File: config.mk
export PLATFORM = sky130hd
export DESIGN_NAME = isotp_reassembly_receiver_unit
export DESIGN_NICKNAME = d
export VERILOG_FILES = /design/src/design/isotp_rr_pkg.sv /design/src/design/isotp_rr_front.sv /design/src/design/isotp_rr_queue.sv /design/src/design/isotp_rr_back.sv /design/src/design/isotp_reassembly_receiver_unit.sv
export SDC_FILE = /design/constraint.sdc
export NUM_CORES = 1
export LEC_CHECK = 0
export BUFFER_PORTS_ARGS = -buffer_cell sky130_fd_sc_hd__buf_2
export CORE_MARGIN = 1
export CORE_UTILIZATION = 45
export DETAILED_ROUTE_END_ITERATION = 12
export SLEW_MARGIN = 20
export SYNTH_ARGS = -nofsm -noshare
export SYNTH_HDL_FRONTEND = slang
export SYNTH_SLANG_ARGS = --single-unit
File: constraint.sdc
create_clock -name clk -period 13.4 [get_ports clk]
set_input_delay 2.01 -clock clk [delete_from_list [all_inputs] [get_ports clk]]
set_output_delay 2.01 -clock clk [all_outputs]
set_load 0.005 [all_outputs]
File: src/design/isotp_rr_pkg.sv
// ============================================================================
// ISO-TP reassembly receiver package
// Shared types and protocol constants for the receiver front end, job queue
// and result sequencer.
// ============================================================================
package isotp_rr_pkg;

    // Input command codes.
    localparam logic CMD_FRAME = 1'b0;
    localparam logic CMD_TICK  = 1'b1;

    // Protocol control info, high nibble of byte0.
    localparam logic [3:0] PCI_SINGLE      = 4'h0;
    localparam logic [3:0] PCI_FIRST       = 4'h1;
    localparam logic [3:0] PCI_CONSECUTIVE = 4'h2;

    // Configuration register indexes.
    localparam logic [1:0] CFG_RX_ID           = 2'd0;
    localparam logic [1:0] CFG_FC_BLOCK_SIZE   = 2'd1;
    localparam logic [1:0] CFG_FC_ST_MIN       = 2'd2;
    localparam logic [1:0] CFG_SESSION_TIMEOUT = 2'd3;

    localparam int CFG_DATA_W = 29;

    localparam logic [15:0] TIMEOUT_RESET = 16'd100;
    localparam logic [2:0]  MAX_FRAME_BYTES = 3'd7;

    typedef enum logic [1:0] {
        KIND_PAYLOAD   = 2'd0,
        KIND_FLOW_CTRL = 2'd1,
        KIND_SEQ_ERR   = 2'd2,
        KIND_TIMEOUT   = 2'd3
    } kind_t;

    // Result that follows the payload bytes of a job, if any.
    typedef enum logic [1:0] {
        TAIL_NONE     = 2'd0,
        TAIL_FLOW_CTRL = 2'd1,
        TAIL_SEQ_ERR  = 2'd2,
        TAIL_TIMEOUT  = 2'd3
    } tail_t;

    typedef struct packed {
        logic        cmd;
        logic [28:0] can_id;
        logic [3:0]  dlc;
        logic [7:0]  byte0;
        logic [7:0]  byte1;
        logic [7:0]  byte2;
        logic [7:0]  byte3;
        logic [7:0]  byte4;
        logic [7:0]  byte5;
        logic [7:0]  byte6;
        logic [7:0]  byte7;
    } item_t;

    typedef struct packed {
        kind_t       kind;
        logic [7:0]  payload_byte;
        logic [11:0] byte_index;
        logic [15:0] reply_id;
        logic        message_end;
        logic        last;
    } result_t;

    // One classified request: a run of payload bytes and an optional tail.
    typedef struct packed {
        logic [2:0]      nbytes;
        logic [6:0][7:0] data;
        logic [11:0]     base_index;
        logic            msg_end;
        tail_t           tail;
        logic [15:0]     reply_id;
    } job_t;

endpackage

File: src/design/isotp_rr_front.sv
// ============================================================================
// ISO-TP receiver front end
// Holds the configuration and session state, classifies each request and
// pushes a job describing its results into the queue if it yields any.
// ============================================================================
module isotp_rr_front (
    input  logic                              clk,
    input  logic                              rst_n,
    input  logic                              cfg_wr_en,
    input  logic [1:0]                        cfg_index,
    input  logic [isotp_rr_pkg::CFG_DATA_W-1:0] cfg_data,
    input  logic                              accept,
    input  isotp_rr_pkg::item_t               item,
    output logic                              push,
    output isotp_rr_pkg::job_t                push_job
);
    import isotp_rr_pkg::*;

    logic [28:0] rx_id_reg;
    logic [15:0] timeout_reg;

    logic        receiving_reg, receiving_next;
    logic [11:0] remaining_reg, remaining_next;
    logic [3:0]  expected_seq_reg, expected_seq_next;
    logic [11:0] next_index_reg, next_index_next;
    logic [15:0] timer_reg, timer_next;

    logic [3:0]  pci;
    logic [3:0]  low_nibble;
    logic        own;
    logic [2:0]  sf_len;
    logic [11:0] ff_total;
    logic [2:0]  cf_cnt;
    logic [11:0] cf_left;
    logic [15:0] timer_inc;
    logic [15:0] limit;
    logic        has_job;
    job_t        job;

    always_ff @(posedge clk or negedge rst_n) begin
        if (!rst_n) begin
            rx_id_reg   <= '0;
            timeout_reg <= TIMEOUT_RESET;
        end else if (cfg_wr_en) begin
            unique case (cfg_index)
                CFG_RX_ID:           rx_id_reg   <= cfg_data;
                CFG_SESSION_TIMEOUT: timeout_reg <= cfg_data[15:0];
                CFG_FC_BLOCK_SIZE,
                CFG_FC_ST_MIN:       ;
                default:             ;
            endcase
        end
    end

    assign pci        = item.byte0[7:4];
    assign low_nibble = item.byte0[3:0];
    assign own        = (item.dlc != 4'd0) &&
                        ((item.can_id == rx_id_reg) ||
                         (item.can_id == 29'd0 && pci == PCI_SINGLE));
    assign sf_len     = (low_nibble > 4'd7) ? MAX_FRAME_BYTES : low_nibble[2:0];
    assign ff_total   = {low_nibble, item.byte1};
    assign cf_cnt     = (remaining_reg > 12'd7) ? MAX_FRAME_BYTES : remaining_reg[2:0];
    assign cf_left    = remaining_reg - {9'd0, cf_cnt};
    assign timer_inc  = (timer_reg == 16'hFFFF) ? timer_reg : timer_reg + 16'd1;
    assign limit      = (timeout_reg == 16'd0) ? 16'd1 : timeout_reg;

    always_comb begin
        receiving_next    = receiving_reg;
        remaining_next    = remaining_reg;
        expected_seq_next = expected_seq_reg;
        next_index_next   = next_index_reg;
        timer_next        = timer_reg;
        has_job           = 1'b0;
        job.nbytes        = 3'd0;
        job.data          = {item.byte7, item.byte6, item.byte5, item.byte4,
                             item.byte3, item.byte2, item.byte1};
        job.base_index    = 12'd0;
        job.msg_end       = 1'b1;
        job.tail          = TAIL_NONE;
        job.reply_id      = {item.byte2, item.byte3};

        if (item.cmd == CMD_TICK) begin
            if (receiving_reg) begin
                if (timer_inc >= limit) begin
                    has_job         = 1'b1;
                    job.tail        = TAIL_TIMEOUT;
                    job.msg_end     = 1'b0;
                    receiving_next  = 1'b0;
                    remaining_next  = 12'd0;
                    next_index_next = 12'd0;
                    timer_next      = 16'd0;
                end else begin
                    timer_next = timer_inc;
                end
            end
        end else if (own) begin
            if (pci == PCI_SINGLE) begin
                if (sf_len != 3'd0) begin
                    has_job         = 1'b1;
                    job.nbytes      = sf_len;
                    receiving_next  = 1'b0;
                    remaining_next  = 12'd0;
                    next_index_next = 12'd0;
                    timer_next      = 16'd0;
                end
            end else if (pci == PCI_FIRST) begin
                expected_seq_next = 4'd1;
                job.data          = {24'd0, item.byte7, item.byte6, item.byte5, item.byte4};
                timer_next        = 16'd0;
                if (ff_total <= 12'd4) begin
                    // Short message: it completes inside the first frame.
                    has_job         = (ff_total != 12'd0);
                    job.nbytes      = ff_total[2:0];
                    receiving_next  = 1'b0;
                    remaining_next  = 12'd0;
                    next_index_next = 12'd0;
                end else begin
                    has_job         = 1'b1;
                    job.nbytes      = 3'd4;
                    job.msg_end     = 1'b0;
                    job.tail        = TAIL_FLOW_CTRL;
                    receiving_next  = 1'b1;
                    remaining_next  = ff_total - 12'd4;
                    next_index_next = 12'd4;
                end
            end else if (pci == PCI_CONSECUTIVE && receiving_reg) begin
                has_job = 1'b1;
                if (low_nibble != expected_seq_reg) begin
                    job.tail        = TAIL_SEQ_ERR;
                    job.msg_end     = 1'b0;
                    receiving_next  = 1'b0;
                    remaining_next  = 12'd0;
                    next_index_next = 12'd0;
                    timer_next      = 16'd0;
                end else begin
                    job.nbytes        = cf_cnt;
                    job.base_index    = next_index_reg;
                    job.msg_end       = (cf_left == 12'd0);
                    expected_seq_next = expected_seq_reg + 4'd1;
                    if (cf_left == 12'd0) begin
                        receiving_next  = 1'b0;
                        remaining_next  = 12'd0;
                        next_index_next = 12'd0;
                        timer_next      = 16'd0;
                    end else begin
                        remaining_next  = cf_left;
                        next_index_next = next_index_reg + {9'd0, cf_cnt};
                    end
                end
            end
        end
    end

    always_ff @(posedge clk or negedge rst_n) begin
        if (!rst_n) begin
            receiving_reg    <= 1'b0;
            remaining_reg    <= '0;
            expected_seq_reg <= '0;
            next_index_reg   <= '0;
            timer_reg        <= '0;
        end else if (accept) begin
            receiving_reg    <= receiving_next;
            remaining_reg    <= remaining_next;
            expected_seq_reg <= expected_seq_next;
            next_index_reg   <= next_index_next;
            timer_reg        <= timer_next;
        end
    end

    assign push     = accept && has_job;
    assign push_job = job;

endmodule

File: src/design/isotp_rr_queue.sv
// ============================================================================
// ISO-TP receiver job queue
// Small register FIFO that decouples request classification from result
// sequencing.
// ============================================================================
module isotp_rr_queue #(
    parameter int DEPTH = 2
) (
    input  logic               clk,
    input  logic               rst_n,
    input  logic               push,
    input  isotp_rr_pkg::job_t push_job,
    input  logic               pop,
    output isotp_rr_pkg::job_t head_job,
    output logic               empty,
    output logic               full
);
    import isotp_rr_pkg::*;

    localparam int PTR_W = (DEPTH > 1) ? $clog2(DEPTH) : 1;
    localparam int CNT_W = $clog2(DEPTH + 1);
    localparam logic [PTR_W-1:0] LAST_PTR = PTR_W'(DEPTH - 1);
    localparam logic [CNT_W-1:0] FULL_CNT = CNT_W'(DEPTH);

    job_t             mem_reg [DEPTH];
    logic [PTR_W-1:0] wr_ptr_reg, wr_ptr_next;
    logic [PTR_W-1:0] rd_ptr_reg, rd_ptr_next;
    logic [CNT_W-1:0] count_reg, count_next;

    assign empty    = (count_reg == '0);
    assign full     = (count_reg == FULL_CNT);
    assign head_job = mem_reg[rd_ptr_reg];

    always_comb begin
        wr_ptr_next = wr_ptr_reg;
        rd_ptr_next = rd_ptr_reg;
        count_next  = count_reg;
        if (push) begin
            wr_ptr_next = (wr_ptr_reg == LAST_PTR) ? '0 : wr_ptr_reg + 1'b1;
        end
        if (pop) begin
            rd_ptr_next = (rd_ptr_reg == LAST_PTR) ? '0 : rd_ptr_reg + 1'b1;
        end
        if (push && !pop) begin
            count_next = count_reg + 1'b1;
        end else if (pop && !push) begin
            count_next = count_reg - 1'b1;
        end
    end

    always_ff @(posedge clk or negedge rst_n) begin
        if (!rst_n) begin
            wr_ptr_reg <= '0;
            rd_ptr_reg <= '0;
            count_reg  <= '0;
        end else begin
            wr_ptr_reg <= wr_ptr_next;
            rd_ptr_reg <= rd_ptr_next;
            count_reg  <= count_next;
        end
    end

    always_ff @(posedge clk) begin
        if (push) begin
            mem_reg[wr_ptr_reg] <= push_job;
        end
    end

endmodule

File: src/design/isotp_rr_back.sv
// ============================================================================
// ISO-TP receiver result sequencer
// Walks the job at the head of the queue one result per cycle while the
// output is not stalled, and holds the current result in an output register.
// ============================================================================
module isotp_rr_back (
    input  logic                    clk,
    input  logic                    rst_n,
    input  logic                    empty,
    input  isotp_rr_pkg::job_t      head_job,
    output logic                    pop,
    output logic                    result_valid,
    input  logic                    result_stall,
    output isotp_rr_pkg::result_t   result
);
    import isotp_rr_pkg::*;

    logic [2:0] pos_reg, pos_next;
    logic       valid_reg, valid_next;
    result_t    result_reg;
    result_t    cur;
    logic       load;
    logic       in_bytes;
    logic       last_byte;

    assign load      = !empty && (!valid_reg || !result_stall);
    assign in_bytes  = (pos_reg < head_job.nbytes);
    assign last_byte = (pos_reg == head_job.nbytes - 3'd1);

    always_comb begin
        cur.kind         = KIND_PAYLOAD;
        cur.payload_byte = 8'd0;
        cur.byte_index   = 12'd0;
        cur.reply_id     = 16'd0;
        cur.message_end  = 1'b0;
        cur.last         = 1'b1;
        if (in_bytes) begin
            cur.payload_byte = head_job.data[pos_reg];
            cur.byte_index   = head_job.base_index + {9'd0, pos_reg};
            cur.message_end  = head_job.msg_end && last_byte;
            cur.last         = last_byte && (head_job.tail == TAIL_NONE);
        end else begin
            unique case (head_job.tail)
                TAIL_FLOW_CTRL: begin
                    cur.kind     = KIND_FLOW_CTRL;
                    cur.reply_id = head_job.reply_id;
                end
                TAIL_SEQ_ERR:   cur.kind = KIND_SEQ_ERR;
                TAIL_TIMEOUT:   cur.kind = KIND_TIMEOUT;
                TAIL_NONE:      cur.kind = KIND_PAYLOAD;
                default:        cur.kind = KIND_PAYLOAD;
            endcase
        end
    end

    always_comb begin
        pos_next   = pos_reg;
        valid_next = valid_reg;
        pop        = 1'b0;
        if (load) begin
            valid_next = 1'b1;
            if (cur.last) begin
                pos_next = 3'd0;
                pop      = 1'b1;
            end else begin
                pos_next = pos_reg + 3'd1;
            end
        end else if (!result_stall) begin
            valid_next = 1'b0;
        end
    end

    always_ff @(posedge clk or negedge rst_n) begin
        if (!rst_n) begin
            pos_reg   <= '0;
            valid_reg <= 1'b0;
        end else begin
            pos_reg   <= pos_next;
            valid_reg <= valid_next;
        end
    end

    always_ff @(posedge clk) begin
        if (load) begin
            result_reg <= cur;
        end
    end

    assign result_valid = valid_reg;
    assign result       = result_reg;

endmodule

File: src/design/isotp_reassembly_receiver_unit.sv
// ============================================================================
// ISO-TP reassembly receiver
// Reassembles ISO-TP messages from received CAN frames and session ticks.
// ============================================================================
// Requests enter on item/item_valid and are taken at an edge where item_valid
// is high and item_stall is low. A request is a CAN frame or one timer tick.
// Each request yields zero to seven results on result/result_valid; a result
// is taken at an edge where result_valid is high and result_stall is low, and
// the final result of a request carries last.
// A request is classified in the cycle it is accepted and, if it yields any
// results, its job is written to a job queue of QUEUE_DEPTH entries. From the
// queue head the sequencer loads each result into the output register, one
// result per cycle while result_stall is low. item_stall is high only while
// the job queue is full. When the receiver stalls, the output register holds
// its result and the queue keeps absorbing requests until it fills.
// Configuration is written through cfg_wr_en, cfg_index and cfg_data; the
// user must write it only while the block is idle, as the block does not
// enforce this. Reset clears the session state, sets the session timeout to
// 100 ticks and empties the queue and output register.
// ============================================================================
module isotp_reassembly_receiver_unit #(
    parameter int QUEUE_DEPTH = 2
) (
    input  logic                                clk,
    input  logic                                rst_n,
    input  logic                                cfg_wr_en,
    input  logic [1:0]                          cfg_index,
    input  logic [isotp_rr_pkg::CFG_DATA_W-1:0] cfg_data,
    input  logic                                item_valid,
    output logic                                item_stall,
    input  isotp_rr_pkg::item_t                 item,
    output logic                                result_valid,
    input  logic                                result_stall,
    output isotp_rr_pkg::result_t               result
);
    import isotp_rr_pkg::*;

    logic accept;
    logic push;
    logic pop;
    logic empty;
    logic full;
    job_t push_job;
    job_t head_job;

    assign item_stall = full;
    assign accept     = item_valid && !full;

    isotp_rr_front u_front (
        .clk       (clk),
        .rst_n     (rst_n),
        .cfg_wr_en (cfg_wr_en),
        .cfg_index (cfg_index),
        .cfg_data  (cfg_data),
        .accept    (accept),
        .item      (item),
        .push      (push),
        .push_job  (push_job)
    );

    isotp_rr_queue #(
        .DEPTH (QUEUE_DEPTH)
    ) u_queue (
        .clk      (clk),
        .rst_n    (rst_n),
        .push     (push),
        .push_job (push_job),
        .pop      (pop),
        .head_job (head_job),
        .empty    (empty),
        .full     (full)
    );

    isotp_rr_back u_back (
        .clk          (clk),
        .rst_n        (rst_n),
        .empty        (empty),
        .head_job     (head_job),
        .pop          (pop),
        .result_valid (result_valid),
        .result_stall (result_stall),
        .result       (result)
    );

endmodule

==> impl_metrics.py <==
metrics = {
    "status": {
        "status": "finished clean",
    },
    "logic_synthesis": {
        "synth-compound-area-share_pct": 7.95,
        "synth_simple_gate_area_share_pct": 11.7,
        "synth_top_family_by_area": "multiplexers",
        "synth-seq-cells": 318,
        "synth_common_cells": "edfxtp_1 (220), dfrtp_1 (95), nand2_1 (94)",
        "syn_area_per_cell_um2": 12.8,
        "synthMuxAreaShare_pct": 12.3,
        "synthArstFlopShare_pct": 30.8,
        "synth_fp_nets": 1376,
        "synth.most_common_cell": "edfxtp_1",
        "synthTopCellsByArea": "edfxtp_1 (43%), dfrtp_1 (15%), mux2_2 (6.3%)",
        "yosys.area.top_type": "edfxtp_1",
        "synth-xor-area-share_pct": 3.81,
        "yosysWarnings": 0,
        "synth_top_area_share_pct": 42.9,
        "synth_cells": 1206,
        "ys.flop_type": "edfxtp_1",
        "synthAdderAreaFrac_pct": 3.03,
        "netlist_area_um2": 15400,
        "synthDistinctLibCells": 67,
        "synth-seq-area-share_pct": 58.9,
        "synth-edff-count": 220,
    },
    "sta": {
        "finalCritPeriodShare_pct": 41.6,
        "final.setup.tns_ns": 0,
        "setup_violations": 0,
        "hold_viol": 0,
        "drv_slew": 0,
        "hold_slack_ns": 0.517,
        "max_clock_freq_mhz": 180,
        "finalCriticalPeriod_ns": 5.57,
        "worst_slew_pin_slew_ns": 0.966,
        "slew_headroom_pct": 35.5,
        "finClkSkew_ns": 0.00989,
        "rsz0062_at_grt": "false",
    },
    "clock_tree": {
        "cts_tree": "done",
        "post_cts_resize_count": 0,
        "htree_levels": 2,
        "cts_hold_buf": 0,
        "clock_latency_ns": 0.52,
        "numCtsBuffers": 37,
        "clk_path_buf_depth": 3,
        "root_buffer": "clkbuf_16",
        "cts.clk_slew.worst_paths_ns": 0.06,
        "clock_sinks": 318,
        "postCtsSetupBuffers": 0,
    },
    "route": {
        "drtIter0Drc": 501,
        "wl_um": 35500,
        "antenna_left": 0,
        "wl_per_cell_um": 19.1,
        "vias": 10200,
        "dr.pass1.iters": 9,
        "drc_errors": 0,
        "via_per_inst": 5.49,
    },
    "critical_path": {
        "cp_slowest_cell": "buf_4",
        "cp_slowest_stage_delay_ns": 0.78,
        "worstPathMaxFanout": 63,
        "critPathArrivalTime_ns": 5.71,
        "required_ns": 13.54,
        "startpoint_type": "register",
        "r2r_slack_ns": 7.83,
        "crit_chain": "and4_1 -> nand4_1 -> o311a_1 -> nand4_1 -> xnor2_1 -> ha_1 -> nand4_1 -> a211oi_1 -> o41ai_1 -> a31oi_1 -> nand2b_1 -> a2bb2oi_1 -> nor2_4 -> buf_4",
        "cp-end-kind": "register",
        "crit_top_cell": "nand4_1",
        "critPathKind": "register to register",
    },
    "floorplan": {
        "die-area_um2": 34900,
        "die_y_um": 187,
        "initial_core_util_pct": 45.8,
        "core_um2": 33600,
        "ios": 176,
        "fp.dieW_um": 187,
        "num_rows": 67,
    },
    "power_and_ir_drop": {
        "pwr-share-clk_pct": 33.3,
        "power_density_nw_per_um2": 165,
        "p_sw_mw": 0.865,
        "vdd_drop_max_v": 0.000121,
        "p_int_mw": 2.09,
        "comb_power_share_pct": 23.5,
        "cellLeakagePower_nw": 7.02,
        "p_sw_share_pct": 29.3,
        "pwr-share-seq_pct": 43.2,
    },
    "placed_design": {
        "place_hpwl_um": 24600,
        "port_buffers": 175,
        "gp_congestion": 0.875,
    },
    "global_route": {
        "grt_pass1_wl_um": 56300,
        "grt_pass1_vias": 10200,
        "grt_max_degree": 67,
        "antenna_found_initial": 3,
        "grt_use_total_pct": 20.5,
        "grt_overflow": 0,
    },
    "flow_run": {
        "cap_violations": 0,
    },
    "min_path": {
        "hp-class": "register to register",
    },
    "finish": {
        "largest_register_ffs": 180,
        "syn_to_final_growth_pct": 16.5,
        "nets": 1548,
        "drive_gt1_share_pct": 26.8,
    },
}
## routing by layer
layer  routed length (um)  track usage, %
met1                15900            27.5
met3                 1830            3.85
met5                   41               0
met4                  869            6.18
met2                16800            33.8
## path summary, 6_finish.rpt
path | from | end | cells after the start
max in group asynchronous | rst_n | u_queue.rd_ptr_reg | 2
min in group asynchronous | rst_n | u_front.timeout_reg[3] | 1
worst max register to register | u_front.timer_reg[6] | u_queue.mem_reg[0][9] | 14
worst max-delay path | u_front.timer_reg[6] | u_queue.mem_reg[0][9] | 14
worst min register to register | u_front.timeout_reg[0] | u_front.timeout_reg[0] | 1
worst min-delay path | u_front.timeout_reg[0] | u_front.timeout_reg[0] | 1
## worst max-delay path, delay by kind of cell, from the launching register on
kind	cells	cell delay (ns)
flip-flops	1	0.46
buffers and inverters	1	0.78
XOR/XNOR	1	0.10
adder cells (fa/ha/maj)	1	0.30
AND/OR/NAND/NOR	6	1.83
AO/OA/AOI/OAI	5	1.63
## cells by family after synthesis
group / Yosys count
XOR/XNOR: 67
multiplexers: 148
buffers and inverters: 87
AND/OR/NAND/NOR: 359
AO/OA/AOI/OAI: 191
adder cells (fa/ha/maj): 36
flip-flops: 318
## layout make-up
type | count | area [um2]
antenna | 1 | 2.50
clock buffer | 49 | 1030
clock inverter | 19 | 175
fill | 2959 | 15700
inverter | 34 | 128
multi-input combinational | 801 | 5990
sequential | 318 | 9070
tap | 448 | 561
timing repair buffer | 186 | 961
## cells in the final DEF (no fill, tap or decap), types with 7 or more instances in the layout
cell type | synthesis | layout
xor2_1 | 42 | 42
inv_1 | 33 | 32
nand3_1 | 20 | 20
nor2_1 | 83 | 81
nor2b_1 | 8 | 7
and3_1 | 9 | 9
ha_1 | 34 | 34
a22o_1 | 13 | 13
nand2_1 | 94 | 94
clkbuf_16 | 0 | 38
or3_1 | 8 | 8
nor4_1 | 28 | 28
nand4_1 | 10 | 10
mux4_2 | 24 | 24
mux2_2 | 86 | 86
nor3_1 | 19 | 19
xnor2_1 | 25 | 25
buf_4 | 0 | 12
buf_2 | 4 | 174
clkinv_2 | 0 | 7
o21ai_0 | 66 | 66
o31ai_1 | 12 | 12
nand2b_1 | 12 | 12
clkbuf_1 | 39 | 7
a21oi_1 | 38 | 37
or2_2 | 7 | 7
dfrtp_1 | 95 | 94
and2_1 | 38 | 38
mux2i_1 | 38 | 38
o22ai_1 | 8 | 8
edfxtp_1 | 220 | 220
## power groups by stage
stage	combinational [mW]	sequential, mW	clock [mW]
after floorplan	0.516	1.25	0
after global placement	0.694	1.29	0
after detailed placement	0.698	1.29	0
after CTS	0.703	1.28	1.01
after global routing	0.777	1.29	1.04
final	0.693	1.28	0.984
## metrics by stage
| step | total power [mW] | cell area (um2) | worst slack, ns | utilization [%] | cells |
|---|---|---|---|---|---|
| global placement | 1.99 | 16700 | 7.42 | 49.7 | 1787 |
| floorplan | 1.76 | 15400 | 5.44 | - | 1206 |
| finish | 2.95 | 17900 | 7.83 | 53.3 | 1856 |
| CTS | 2.98 | 17900 | 7.87 | 53.3 | 1855 |
| detailed placement | 1.99 | 16700 | 7.38 | 49.7 | 1787 |
| global route | 3.11 | 17900 | 7.44 | 53.3 | 1855 |
No activity file was read; power rests on OpenSTA's default activity.
